<file path="config.mk">
export PLATFORM = sky130hd
export DESIGN_NAME = indexed_max_heap_queue
export DESIGN_NICKNAME = d
export VERILOG_FILES = /design/src/imhq_pkg.sv /design/src/imhq_mem.sv /design/src/indexed_max_heap_queue.sv
export SDC_FILE = /design/constraint.sdc
export NUM_CORES = 2
export LEC_CHECK = 0
export ABC_CLOCK_PERIOD_IN_PS = 7450
export BUFFER_PORTS_ARGS = -buffer_cell sky130_fd_sc_hd__buf_4
export CORE_MARGIN = 2
export CORE_UTILIZATION = 25
export DETAILED_ROUTE_END_ITERATION = 7
export MAX_ROUTING_LAYER = met4
export PLACE_DENSITY = 0.34
export SLEW_MARGIN = 15
export SYNTH_ARGS = -nofsm -noshare
export SYNTH_HDL_FRONTEND = slang
export SYNTH_HIERARCHICAL = 1
export SYNTH_SLANG_ARGS = --single-unit
</file>
<file path="constraint.sdc">
create_clock -name clk -period 7.45 [get_ports clk]
set_clock_uncertainty 0.1 [all_clocks]
set_input_delay 1.1175 -clock clk [delete_from_list [all_inputs] [get_ports clk]]
set_output_delay 1.1175 -clock clk [all_outputs]
set_load 0.05 [all_outputs]
</file>
<file path="src/imhq_pkg.sv">
// Shared constants and types for the indexed max-heap queue.
`default_nettype none
package imhq_pkg;
	localparam int unsigned MAX_ELEMS_DEF = 64;
	localparam int unsigned ID_W = 6;
	localparam int unsigned PRIO_W = 32;
	localparam int unsigned COUNT_W = 7;

	typedef enum logic [1:0] {
		FUNC_INSERT   = 2'd0,
		FUNC_INCREASE = 2'd1,
		FUNC_REMOVE   = 2'd2,
		FUNC_NONE     = 2'd3
	} func_t;
endpackage
`default_nettype wire

</file>
<file path="src/imhq_mem.sv">
// Single-port memory with registered read data, used for the heap tables.
`default_nettype none
module imhq_mem #(
	parameter int unsigned DEPTH = 64,
	parameter int unsigned WIDTH = 6
) (
	input  wire logic                     clk,
	input  wire logic                     we,
	input  wire logic [$clog2(DEPTH)-1:0] addr,
	input  wire logic [WIDTH-1:0]         wdata,
	output logic      [WIDTH-1:0]         rdata
);
	logic [WIDTH-1:0] mem_q [DEPTH];

	always_ff @(posedge clk) begin
		if (we) begin
			mem_q[addr] <= wdata;
		end
		rdata <= mem_q[addr];
	end
endmodule
`default_nettype wire

</file>
<file path="src/indexed_max_heap_queue.sv">
// Top level of the indexed max-heap queue: sequencer, heap tables and priority compare.
//
//  channel  signals                              direction
//  in       in_valid/in_ready, func, id, priority_req   to block
//  out      out_valid/out_ready, ok, out_id, out_priority, count   from block
//
// Insert and increase walk up the heap level by level; remove walks down level by level;
// a rejected request goes to the result without touching the heap. The steps go through the
// single-port heap-slot, priority and slot-by-id memories, which have registered read data.
// After reset a clearing pass zeroes the tables; no item is taken meanwhile. One item is
// handled at a time; in_ready is low while it runs and while a result waits in the output
// register for out_ready.
`default_nettype none
module indexed_max_heap_queue
	import imhq_pkg::*;
#(
	parameter int unsigned MAX_ELEMS = MAX_ELEMS_DEF
) (
	input  wire logic               clk,
	input  wire logic               arst_n,
	input  wire logic               in_valid,
	output logic                    in_ready,
	input  wire logic [1:0]         func,
	input  wire logic [ID_W-1:0]    id,
	input  wire logic signed [PRIO_W-1:0] priority_req,
	output logic                    out_valid,
	input  wire logic               out_ready,
	output logic                    ok,
	output logic [ID_W-1:0]         out_id,
	output logic signed [PRIO_W-1:0] out_priority,
	output logic [COUNT_W-1:0]      count
);
	localparam int unsigned AW = $clog2(MAX_ELEMS);
	localparam int unsigned CW = $clog2(MAX_ELEMS + 1);

	typedef enum logic [4:0] {
		S_CLEAR, S_IDLE, S_CHK, S_CHK2,
		S_UP_RD, S_UP_P, S_UP_CMP,
		S_RM_RD, S_RM_TOP, S_RM_P, S_RM_LAST,
		S_DN_L, S_DN_LI, S_DN_LP, S_DN_R, S_DN_RI, S_DN_RP, S_DN_CMP,
		S_PLACE, S_DONE
	} state_t;

	state_t state_q;

	// Heap slot memory (position -> id), priority and slot-by-id memories.
	logic          hs_we, pr_we, sl_we;
	logic [AW-1:0] hs_addr, pr_addr, sl_addr;
	logic [AW-1:0] hs_wd, sl_wd, hs_rd, sl_rd;
	logic [PRIO_W-1:0] pr_wd, pr_rd;
	logic [MAX_ELEMS-1:0] present_q;

	imhq_mem #(.DEPTH(MAX_ELEMS), .WIDTH(AW)) u_heap (
		.clk(clk), .we(hs_we), .addr(hs_addr), .wdata(hs_wd), .rdata(hs_rd));
	imhq_mem #(.DEPTH(MAX_ELEMS), .WIDTH(PRIO_W)) u_prio (
		.clk(clk), .we(pr_we), .addr(pr_addr), .wdata(pr_wd), .rdata(pr_rd));
	imhq_mem #(.DEPTH(MAX_ELEMS), .WIDTH(AW)) u_slot (
		.clk(clk), .we(sl_we), .addr(sl_addr), .wdata(sl_wd), .rdata(sl_rd));

	logic [1:0]        func_q;
	logic [ID_W-1:0]   idin_q;
	logic [AW-1:0]     ident_q, pid_q, cid_q;
	logic signed [PRIO_W-1:0] preq_q, mprio_q, cprio_q;
	logic [AW-1:0]     pos_q, par_q, cpos_q;
	logic [CW-1:0]     held_q;
	logic              ok_q;
	logic [ID_W-1:0]   oid_q;
	logic signed [PRIO_W-1:0] opr_q;
	logic              cmp_gt;
	logic signed [PRIO_W-1:0] cmp_a, cmp_b;

	// Shared compare unit: a > b.
	assign cmp_gt = cmp_a > cmp_b;

	logic [AW:0]  lchild, rchild;
	logic [AW-1:0] up_par;
	assign lchild = {pos_q, 1'b1};
	assign rchild = lchild + (AW+1)'(1);
	assign up_par = (pos_q - AW'(1)) >> 1;

	always_comb begin
		hs_we = 1'b0; pr_we = 1'b0; sl_we = 1'b0;
		hs_addr = pos_q; pr_addr = ident_q; sl_addr = ident_q;
		hs_wd = ident_q; pr_wd = preq_q; sl_wd = pos_q;
		cmp_a = preq_q; cmp_b = pr_rd;
		case (state_q)
			S_CLEAR: begin
				hs_we = 1'b1; pr_we = 1'b1; sl_we = 1'b1;
				hs_addr = pos_q; pr_addr = pos_q; sl_addr = pos_q;
				hs_wd = '0; pr_wd = '0; sl_wd = '0;
			end
			S_CHK: begin
				pr_addr = idin_q[AW-1:0];
				sl_addr = idin_q[AW-1:0];
			end
			S_UP_RD: begin
				hs_addr = up_par;
			end
			S_UP_P: begin
				pr_addr = hs_rd;
			end
			S_UP_CMP: begin
				cmp_a = mprio_q; cmp_b = pr_rd;
				if (pos_q != '0 && cmp_gt) begin
					hs_we = 1'b1; hs_addr = pos_q; hs_wd = pid_q;
					sl_we = 1'b1; sl_addr = pid_q; sl_wd = pos_q;
				end
			end
			S_RM_RD: hs_addr = '0;
			S_RM_TOP: pr_addr = hs_rd;
			S_RM_P: hs_addr = held_q[AW-1:0];
			S_RM_LAST: pr_addr = hs_rd;
			S_DN_L: hs_addr = lchild[AW-1:0];
			S_DN_LI: pr_addr = hs_rd;
			S_DN_R: hs_addr = rchild[AW-1:0];
			S_DN_RI: pr_addr = hs_rd;
			S_DN_CMP: begin
				cmp_a = cprio_q; cmp_b = mprio_q;
				if (cmp_gt) begin
					hs_we = 1'b1; hs_addr = pos_q; hs_wd = cid_q;
					sl_we = 1'b1; sl_addr = cid_q; sl_wd = pos_q;
				end
			end
			S_DN_RP: begin
				cmp_a = pr_rd; cmp_b = cprio_q;
			end
			S_PLACE: begin
				hs_we = 1'b1; hs_addr = pos_q; hs_wd = ident_q;
				sl_we = 1'b1; sl_addr = ident_q; sl_wd = pos_q;
				pr_we = (func_q != FUNC_REMOVE); pr_addr = ident_q; pr_wd = preq_q;
			end
			default: ;
		endcase
	end

	assign in_ready = (state_q == S_IDLE);
	assign out_valid = (state_q == S_DONE);
	assign ok = ok_q;
	assign out_id = oid_q;
	assign out_priority = opr_q;
	assign count = COUNT_W'(held_q);

	always_ff @(posedge clk or negedge arst_n) begin
		if (!arst_n) begin
			state_q <= S_CLEAR;
			pos_q <= '0;
			held_q <= '0;
			present_q <= '0;
			ok_q <= 1'b0;
			oid_q <= '0;
			opr_q <= '0;
			func_q <= '0;
			idin_q <= '0;
			preq_q <= '0;
			ident_q <= '0;
			pid_q <= '0;
			cid_q <= '0;
			mprio_q <= '0;
			cprio_q <= '0;
			par_q <= '0;
			cpos_q <= '0;
		end else begin
			case (state_q)
				S_CLEAR: begin
					pos_q <= pos_q + AW'(1);
					if (pos_q == AW'(MAX_ELEMS - 1)) state_q <= S_IDLE;
				end
				S_IDLE: begin
					if (in_valid) begin
						func_q <= func;
						idin_q <= id;
						preq_q <= priority_req;
						ok_q <= 1'b0; oid_q <= '0; opr_q <= '0;
						state_q <= (func_t'(func) == FUNC_REMOVE) ? S_RM_RD : S_CHK;
					end
				end
				S_CHK: state_q <= S_CHK2;
				S_CHK2: begin
					ident_q <= idin_q[AW-1:0];
					mprio_q <= preq_q;
					state_q <= S_DONE;
					if (32'(idin_q) < MAX_ELEMS) begin
						if (func_t'(func_q) == FUNC_INSERT) begin
							if (!present_q[idin_q[AW-1:0]] && 32'(held_q) < MAX_ELEMS) begin
								present_q[idin_q[AW-1:0]] <= 1'b1;
								pos_q <= held_q[AW-1:0];
								held_q <= held_q + CW'(1);
								ok_q <= 1'b1;
								state_q <= S_UP_RD;
							end
						end else if (func_t'(func_q) == FUNC_INCREASE) begin
							if (present_q[idin_q[AW-1:0]] && cmp_gt) begin
								pos_q <= sl_rd;
								ok_q <= 1'b1;
								state_q <= S_UP_RD;
							end
						end
					end
				end
				S_UP_RD: begin
					par_q <= up_par;
					if (pos_q == '0) state_q <= S_PLACE;
					else state_q <= S_UP_P;
				end
				S_UP_P: begin
					pid_q <= hs_rd;
					state_q <= S_UP_CMP;
				end
				S_UP_CMP: begin
					if (cmp_gt) begin
						pos_q <= par_q;
						par_q <= (par_q - AW'(1)) >> 1;
						state_q <= (par_q == '0) ? S_PLACE : S_UP_RD;
					end else begin
						state_q <= S_PLACE;
					end
				end
				S_RM_RD: begin
					if (held_q == '0) state_q <= S_DONE;
					else state_q <= S_RM_TOP;
				end
				S_RM_TOP: begin
					oid_q <= ID_W'(hs_rd);
					present_q[hs_rd] <= 1'b0;
					held_q <= held_q - CW'(1);
					state_q <= S_RM_P;
				end
				S_RM_P: begin
					opr_q <= pr_rd;
					ok_q <= 1'b1;
					pos_q <= '0;
					state_q <= (held_q == '0) ? S_DONE : S_RM_LAST;
				end
				S_RM_LAST: begin
					ident_q <= hs_rd;
					state_q <= S_DN_L;
				end
				S_DN_L: begin
					if (CW'(lchild) >= held_q || lchild > (AW+1)'(MAX_ELEMS - 1)) begin
						state_q <= S_PLACE;
					end else begin
						mprio_q <= pr_rd;
						state_q <= S_DN_LI;
					end
				end
				S_DN_LI: begin
					cid_q <= hs_rd;
					cpos_q <= lchild[AW-1:0];
					state_q <= S_DN_LP;
				end
				S_DN_LP: begin
					cprio_q <= pr_rd;
					state_q <= (CW'(rchild) < held_q && rchild <= (AW+1)'(MAX_ELEMS - 1))
						? S_DN_R : S_DN_CMP;
				end
				S_DN_R: state_q <= S_DN_RI;
				S_DN_RI: begin
					pid_q <= hs_rd;
					state_q <= S_DN_RP;
				end
				S_DN_RP: begin
					if (cmp_gt) begin
						cprio_q <= pr_rd;
						cid_q <= pid_q;
						cpos_q <= rchild[AW-1:0];
					end
					state_q <= S_DN_CMP;
				end
				S_DN_CMP: begin
					if (cmp_gt) begin
						pos_q <= cpos_q;
						state_q <= S_DN_L;
					end else begin
						state_q <= S_PLACE;
					end
				end
				S_PLACE: state_q <= S_DONE;
				S_DONE: if (out_ready) state_q <= S_IDLE;
				default: state_q <= S_IDLE;
			endcase
		end
	end
endmodule
`default_nettype wire

</file>
; After elaboration in Yosys (flattened, before gate mapping)
; Memory sizes are Yosys's and may differ from the RTL's. A register that Yosys moved wholly into a read port is not among the register bits.
; Index checks and enable logic that the tools add are counted.
; Widths: inputs -> output; s select.
[word_totals]
mem_count = 3
mem_bits_rw = 2816
input_bits = 44
elab_cells = 187
reg_bits = 255
[op_classes]
mux = 75
addsub = 6
n_eq_ne = 35
magnitude_cmp = 10
reduce_logical = 38
n_bitwise = 3
[memory_table]
columns = memory, words, word_bits, read_ports, rd_ports_with_merged_regs, write_ports, line_no
row1 = u_prio.mem_q, 64, 32, 1, 1, 1, imhq_mem.sv:13  ; logic [WIDTH-1:0] mem_q [DEPTH];
row2 = u_heap.mem_q, 64, 6, 1, 1, 1, imhq_mem.sv:13
row3 = u_slot.mem_q, 64, 6, 1, 1, 1, imhq_mem.sv:13
[ops]
columns = cell, count
row1 = $pmux 32 s2, 4
row2 = $mux 32, 4
row3 = $mux 64, 2
row4 = $pmux 64 s2, 1
row5 = $pmux 5 s20, 1
row6 = $pmux 32 s3, 1
row7 = $mux 6, 13
row8 = $mux 5, 15
row9 = $and 64x64->64, 1
row10 = $not 64->64, 1
row11 = $or 64x64->64, 1
row12 = $pmux 6 s2, 5
row13 = $pmux 6 s5, 2
row14 = $eq 5x4->1 const B, 8
row15 = $pmux 6 s3, 2
row16 = $gt 32x32->1, 1
row17 = $pmux 6 s4, 1
row18 = $eq 5x3->1 const B, 4
row19 = $eq 5x5->1 const B, 4
row20 = $ne 2x2->1 const B, 9
row21 = $reduce_bool 2->1, 8
row22 = $add 7x1->7 const B, 2
row23 = $lt 6x7->1 const B, 2
row24 = $mux 1, 14
row25 = other kinds (39), 61

; Depth between registers and ports, before layout
[logic_depth]
word_depth = 8
mapped_depth = 29
ltp_nobuf = 20

; Modules after synthesis
; Netlist, hierarchy kept.
[by_module_without_submodules]
columns = module, cells_each, instances, seq_area_each_um2, area_per_inst_um2
row1 = imhq_mem (u_prio), 4239, 1, 62139.6, 78928.2
row2 = imhq_mem (u_heap), 907, 1, 11651.2, 15448.6
row3 = imhq_mem (u_slot), 923, 1, 11651.2, 15265.9
row4 = indexed_max_heap_queue, 1663, 1, 6356.1, 15097.0

; Worst setup path before layout
; Ideal clock, no wire load.
[synth_path]
path_type = reg2reg
startpoint = register state_q[0]
endpoint = memory u_slot.mem_q[104][0], in the netlist u_slot/mem_q[13][0], enable pin
path_stages_with_launch = 25
path_slack_ns = 0.852
period_less_slack_ns = 6.598
arrival_ns = 6.148
setup_ns = 0.350
required_time_ns = 7.000
cell_sequence = dfrtp_1 clkbuf_1 clkbuf_1 clkbuf_1 clkbuf_1 buf_1 mux2i_1 o21ai_0 ha_1 a211oi_1 nor2_1 a2111oi_0 o221ai_1 o21ai_1 clkbuf_1 a21oi_1 o21ai_1 a211o_1 buf_6 nor2b_1 buf_6 clkbuf_1 buf_1 nand3_1 nor2_1
[synth_between]
elab_cells_between_ends = 19
classes_between = order compare: 1 / eq/ne: 5 / mux: 10 / reduce/logical: 3
[synth_lines]
columns = element, line_no
row1 = start: declaration, indexed_max_heap_queue.sv:44  ; state_t state_q;
row2 = start signal: assignment, indexed_max_heap_queue.sv:174  ; state_q <= (func_t'(func) == FUNC_REMOVE) ? S_RM_RD : S_CHK;
row3 = start signal: assignment, indexed_max_heap_queue.sv:213  ; state_q <= (par_q == '0) ? S_PLACE : S_UP_RD;
row4 = start signal: assignment, indexed_max_heap_queue.sv:232  ; state_q <= (held_q == '0) ? S_DONE : S_RM_LAST;
row5 = $eq 5x5->1 / $eq 5x3->1 (equally long branches), indexed_max_heap_queue.sv:86  ; case (state_q)
row6 = $pmux 32 s3 / $pmux 32 s2 (equally long branches), indexed_max_heap_queue.sv:86
row7 = $gt 32x32->1, indexed_max_heap_queue.sv:73  ; assign cmp_gt = cmp_a > cmp_b;
row8 = $logic_and 1x1->1, indexed_max_heap_queue.sv:104  ; if (pos_q != '0 && cmp_gt) begin
row9 = $mux 6, indexed_max_heap_queue.sv:104
row10 = $pmux 6 s4 (*), indexed_max_heap_queue.sv:86
row11 = via sl_addr[0], indexed_max_heap_queue.sv:48  ; logic [AW-1:0] hs_addr, pr_addr, sl_addr;
row12 = end: declaration, imhq_mem.sv:13
; Mark *: on every way through the listed nets, which the timed path passes. The rest lies on a longest branch.

; Worst setup path in the final report
[layout_path]
startpoint = register state_q[4]
endpoint = memory u_heap.mem_q[112][4], in the netlist u_heap/mem_q[14][4], enable pin
[layout_between]
elab_chain_cells = 8
elab_cells_between_ends = 21
classes_between = order compare: 1 / eq/ne: 9 / mux: 8 / reduce/logical: 3
[layout_rtl]
columns = element, line_no
row1 = $eq 5x5->1 / $eq 5x3->1 (equally long branches), indexed_max_heap_queue.sv:86
row2 = $pmux 32 s3 / $pmux 32 s2 (equally long branches), indexed_max_heap_queue.sv:86
row3 = $gt 32x32->1, indexed_max_heap_queue.sv:73
row4 = $logic_and 1x1->1, indexed_max_heap_queue.sv:104
row5 = $mux 1, indexed_max_heap_queue.sv:104
row6 = $pmux 1 s3 (*), indexed_max_heap_queue.sv:86
row7 = via hs_we, indexed_max_heap_queue.sv:47  ; logic hs_we, pr_we, sl_we;
row8 = $mux 1 (*), imhq_mem.sv:16  ; if (we) begin
row9 = $mux 1 (implied by the code) (*), imhq_mem.sv:17  ; mem_q[addr] <= wdata;
row10 = end: declaration, imhq_mem.sv:13
; Marked as above.

==> impl_metrics.json <==
{
  "hpwlAfterDp_mm": 302,
  "start_util": 0.251,
  "finalSetupTns_ps": 0,
  "numCtsBuffers": 371,
  "synth_edf_count": 2816,
  "die_y_um": 710,
  "rows": 259,
  "vias": 75364,
  "root_buffer": "clkbuf_16",
  "grt_pass1_wl_mm": 656,
  "grt_usage": 0.191,
  "cts-htree-levels": 5,
  "yosys_warnings": 6,
  "layout_setup_ws_ps": 445,
  "timing.rr.start": "state_q[4]$_DFFE_PN0P_",
  "critPathRequiredTime_ps": 7910,
  "io_pins": 92,
  "crit_type": "reg -> reg",
  "status": "finished clean",
  "fin_area_um2": 149000,
  "cp.arrival_ps": 7460,
  "antenna_found_initial": 47,
  "endpoint_kind": "flop",
  "synth_cells": 7732,
  "ant_nets": 0,
  "max_stage_delay_ps": 1080,
  "syn_area_per_cell_um2": 16.1,
  "die_area_um2": 505000,
  "rsz0062_at_grt": "no",
  "worstSkewPairLatency_ps": 1000,
  "timing.fmax_mhz": 143,
  "avgViaCountPerCell": 4.96,
  "hold_path_class": "in -> async",
  "fillerInstances": 49199,
  "clk_path_buf_depth": 4,
  "gp_congestion": 0.854,
  "hold_buffers": 0,
  "layout-drive-gt1-share": 0.204,
  "post-route-drc-count": 0,
  "core-area_um2": 497000,
  "slew_violations": 0,
  "place_area_um2": 137000,
  "pre_cts_ws_ps": 427,
  "wirelength_mm": 480,
  "hold_ws_ps": 20.8,
  "finalHoldViolations": 0,
  "area_delta_synth_final_pct": 19.4,
  "cp_max_fo": 16,
  "syn-cell-area_um2": 125000,
  "gr-total-overflow": 0,
  "ys_seq_area_frac": 0.736,
  "dr.pass1.iters": 6,
  "io_buffers": 91,
  "slew_headroom": 0.119,
  "grt_max_degree": 121,
  "ys_seq_elements": 3114,
  "drtIter0Drc": 8121,
  "post_drt_wl_per_cell_um": 31.6,
  "syn_nets": 7829,
  "ys.flop_type": "edfxtp_1",
  "crit_chain": "nor2b_1 > and2_1 > nor2_2 > a22oi_1 > o21ai_0 > ha_1 > nand4_1 > nor3_1 > a21boi_0 > o31a_1 > o21ai_2 > buf_4 > o21ai_0 > a21oi_1 > o22ai_2 > nand3_1 > nor2_1",
  "start_kind": "flop",
  "cts_tree": "yes",
  "crit_slowest_cell": "nand3_1",
  "crit_start": "state_q[4]$_DFFE_PN0P_",
  "async_reset_ff_frac": 0.0816,
  "cp_common_cell": "o21ai_0",
  "grt_pass1_vias": 74952,
  "max_slew.worst_pin.slew_ps": 1320,
  "path_clk_slew_ps": 60,
  "maxCapViolations": 0,
  "setup_viol": 0,
  "fp.dieW_um": 710,
  "min_period_over_period": 0.940,
  "cts_sinks": 3114,
  "period_needed_ps": 7010,
  "num-nets-final": 8284,
  "synth.distinct_cells": 89
}
[cells in the mapped netlist (all sizes together), types with 14 or more instances]
cell type	n	area, um2
nand3	104	521
a211oi	41	313
a22oi	313	2360
nor4	20	125
nor3	44	225
clkbuf	301	1130
o21ai	362	1810
nand2	278	1040
a31oi	87	544
and3	89	557
buf	242	1390
a22o	99	867
nand2b	33	206
dfxtp	44	881
mux4	128	2880
ha	52	651
o22a	73	639
a222oi	19	190
or4	25	188
dfrtp	254	6360
a2111oi	16	140
o211ai	18	135
mux2	280	3160
or3	16	100
nor2	493	1860
nor2b	76	493
nand3b	22	165
inv	33	124
a221oi	284	2560
a21oi	257	1290
and2	14	87.6
o22ai	135	845
a221o	39	390
nand4	19	119
o221ai	18	158
or4b	15	150
edfxtp	2816	84600
a21o	17	128
o2bb2ai	18	158
xnor2	15	131
mux2i	420	4200
[path summary, 6_finish.rpt]
check / endpoint / depth (start not counted) / slack, ps
setup / recovery: u_heap/mem_q[14][4]$_DFFE_PP_ / 17 / 440
hold / removal: out_priority[6]$_DFFE_PN0P_ / 1 / 20
setup reg to reg: u_heap/mem_q[14][4]$_DFFE_PP_ / 17 / 440
hold reg to reg: out_id[5]$_DFFE_PN0P_ / 2 / 410
max in group asynchronous: out_id[3]$_DFFE_PN0P_ / 2 / 5860
min in group clk: preq_q[26]$_DFFE_PN0P_ / 2 / 260
[registers in the layout, indices dropped and copies added, names as in the netlist]
name,count
cid_q,6
mprio_q,32
pos_q,6
u_prio/rdata,32
u_slot/rdata,6
u_slot/mem_q,384
u_prio/mem_q,2048
out_priority,32
u_heap/rdata,6
ok,1
ident_q,6
pid_q,6
cprio_q,32
count,7
present_q,64
func_q,2
cpos_q,6
u_heap/mem_q,384
par_q,5
out_id,6
preq_q,32
idin_q,6
state_q,5
[worst max-delay path, delay by kind of cell, from the launching register on]
family / cells / cell delay, ps
compound gates: 8 / 1890
fa+ha+maj: 1 / 160
buf+inv: 1 / 220
flops: 1 / 390
simple gates: 7 / 3830
[layer usage]
| layer | vias up | routed length (um) | track usage |
|---|---|---|---|
| met5 | - | 0 | - |
| met4 | 0 | 9970 | 0.0376 |
| met3 | 479 | 26500 | 0.0259 |
| met2 | 2385 | 219000 | 0.293 |
| met1 | 40359 | 225000 | 0.270 |
| li1 | 32141 | - | - |
[cells by family (layout without fill, tap and decap cells)]
kind of cell             Yosys count  in the layout  synth area share
buffers and inverters            576           1317            0.0212
AO/OA/AOI/OAI                   1865           1865             0.105
AND/OR/NAND/NOR                 1273           1274            0.0484
flip-flops                      3114           3114             0.736
adder cells (fa/ha/maj)           53             53           0.00538
multiplexers                     828            828            0.0821
XOR/XNOR                          23             23           0.00161
other                              0             69                 0
[final cells by class]
cell class                 instances  area (um2)  share of cell area
inverter                          33         131            0.000882
multi-input combinational       4043       31500               0.212
tap                             6655        8330              0.0559
clock buffer                     491       10000              0.0672
antenna                           69         173             0.00116
clock inverter                   169        1490              0.0100
sequential                      3114       91800               0.616
timing repair buffer             624        5510              0.0370
[per-stage QoR]
| stage | instances | utilization |
|---|---|---|
| finish | 15198 | 0.300 |
| floorplan | 7732 | - |
| global placement | 14458 | 0.276 |
| CTS | 15128 | 0.299 |
| global route | 15168 | 0.299 |
| detailed placement | 14468 | 0.276 |
[cells in the final DEF, fill, tap and decap left out, types with 20 or more instances in the layout]
cell | synthesis | layout
and3_1 | 89 | 89
o21ai_0 | 297 | 296
bufinv_16 | 0 | 20
nor3_1 | 43 | 39
o22a_1 | 73 | 73
nor2_1 | 491 | 415
nand2_1 | 278 | 274
nand3b_1 | 22 | 22
ha_1 | 52 | 52
a21oi_1 | 257 | 257
nor2b_4 | 2 | 44
a211oi_1 | 40 | 40
dfxtp_1 | 44 | 44
buf_4 | 21 | 557
or4_1 | 25 | 25
mux4_2 | 128 | 128
a221oi_1 | 272 | 272
diode_2 | 0 | 69
a221o_1 | 39 | 35
clkbuf_1 | 300 | 102
inv_1 | 29 | 28
buf_12 | 3 | 65
nor2_4 | 1 | 74
dfrtp_1 | 254 | 253
edfxtp_1 | 2816 | 2816
a22o_1 | 99 | 99
nand2b_1 | 33 | 30
clkinv_2 | 0 | 48
nand3_1 | 104 | 102
o21ai_1 | 65 | 64
mux2i_1 | 420 | 420
a22oi_1 | 311 | 311
o22ai_1 | 135 | 127
mux2_2 | 277 | 277
nor2b_1 | 73 | 27
a31oi_1 | 87 | 87
clkinv_1 | 0 | 74
clkbuf_16 | 0 | 379
[repair_timing]
action                                  in CTS  in global routing
resized for setup                            0                  1
setup buffers                                0                  0
endpoints found under the setup margin       0                 13
Power is not shown: default switching activity piles up to over one toggle a cycle in this logic, so the estimate is an artifact.
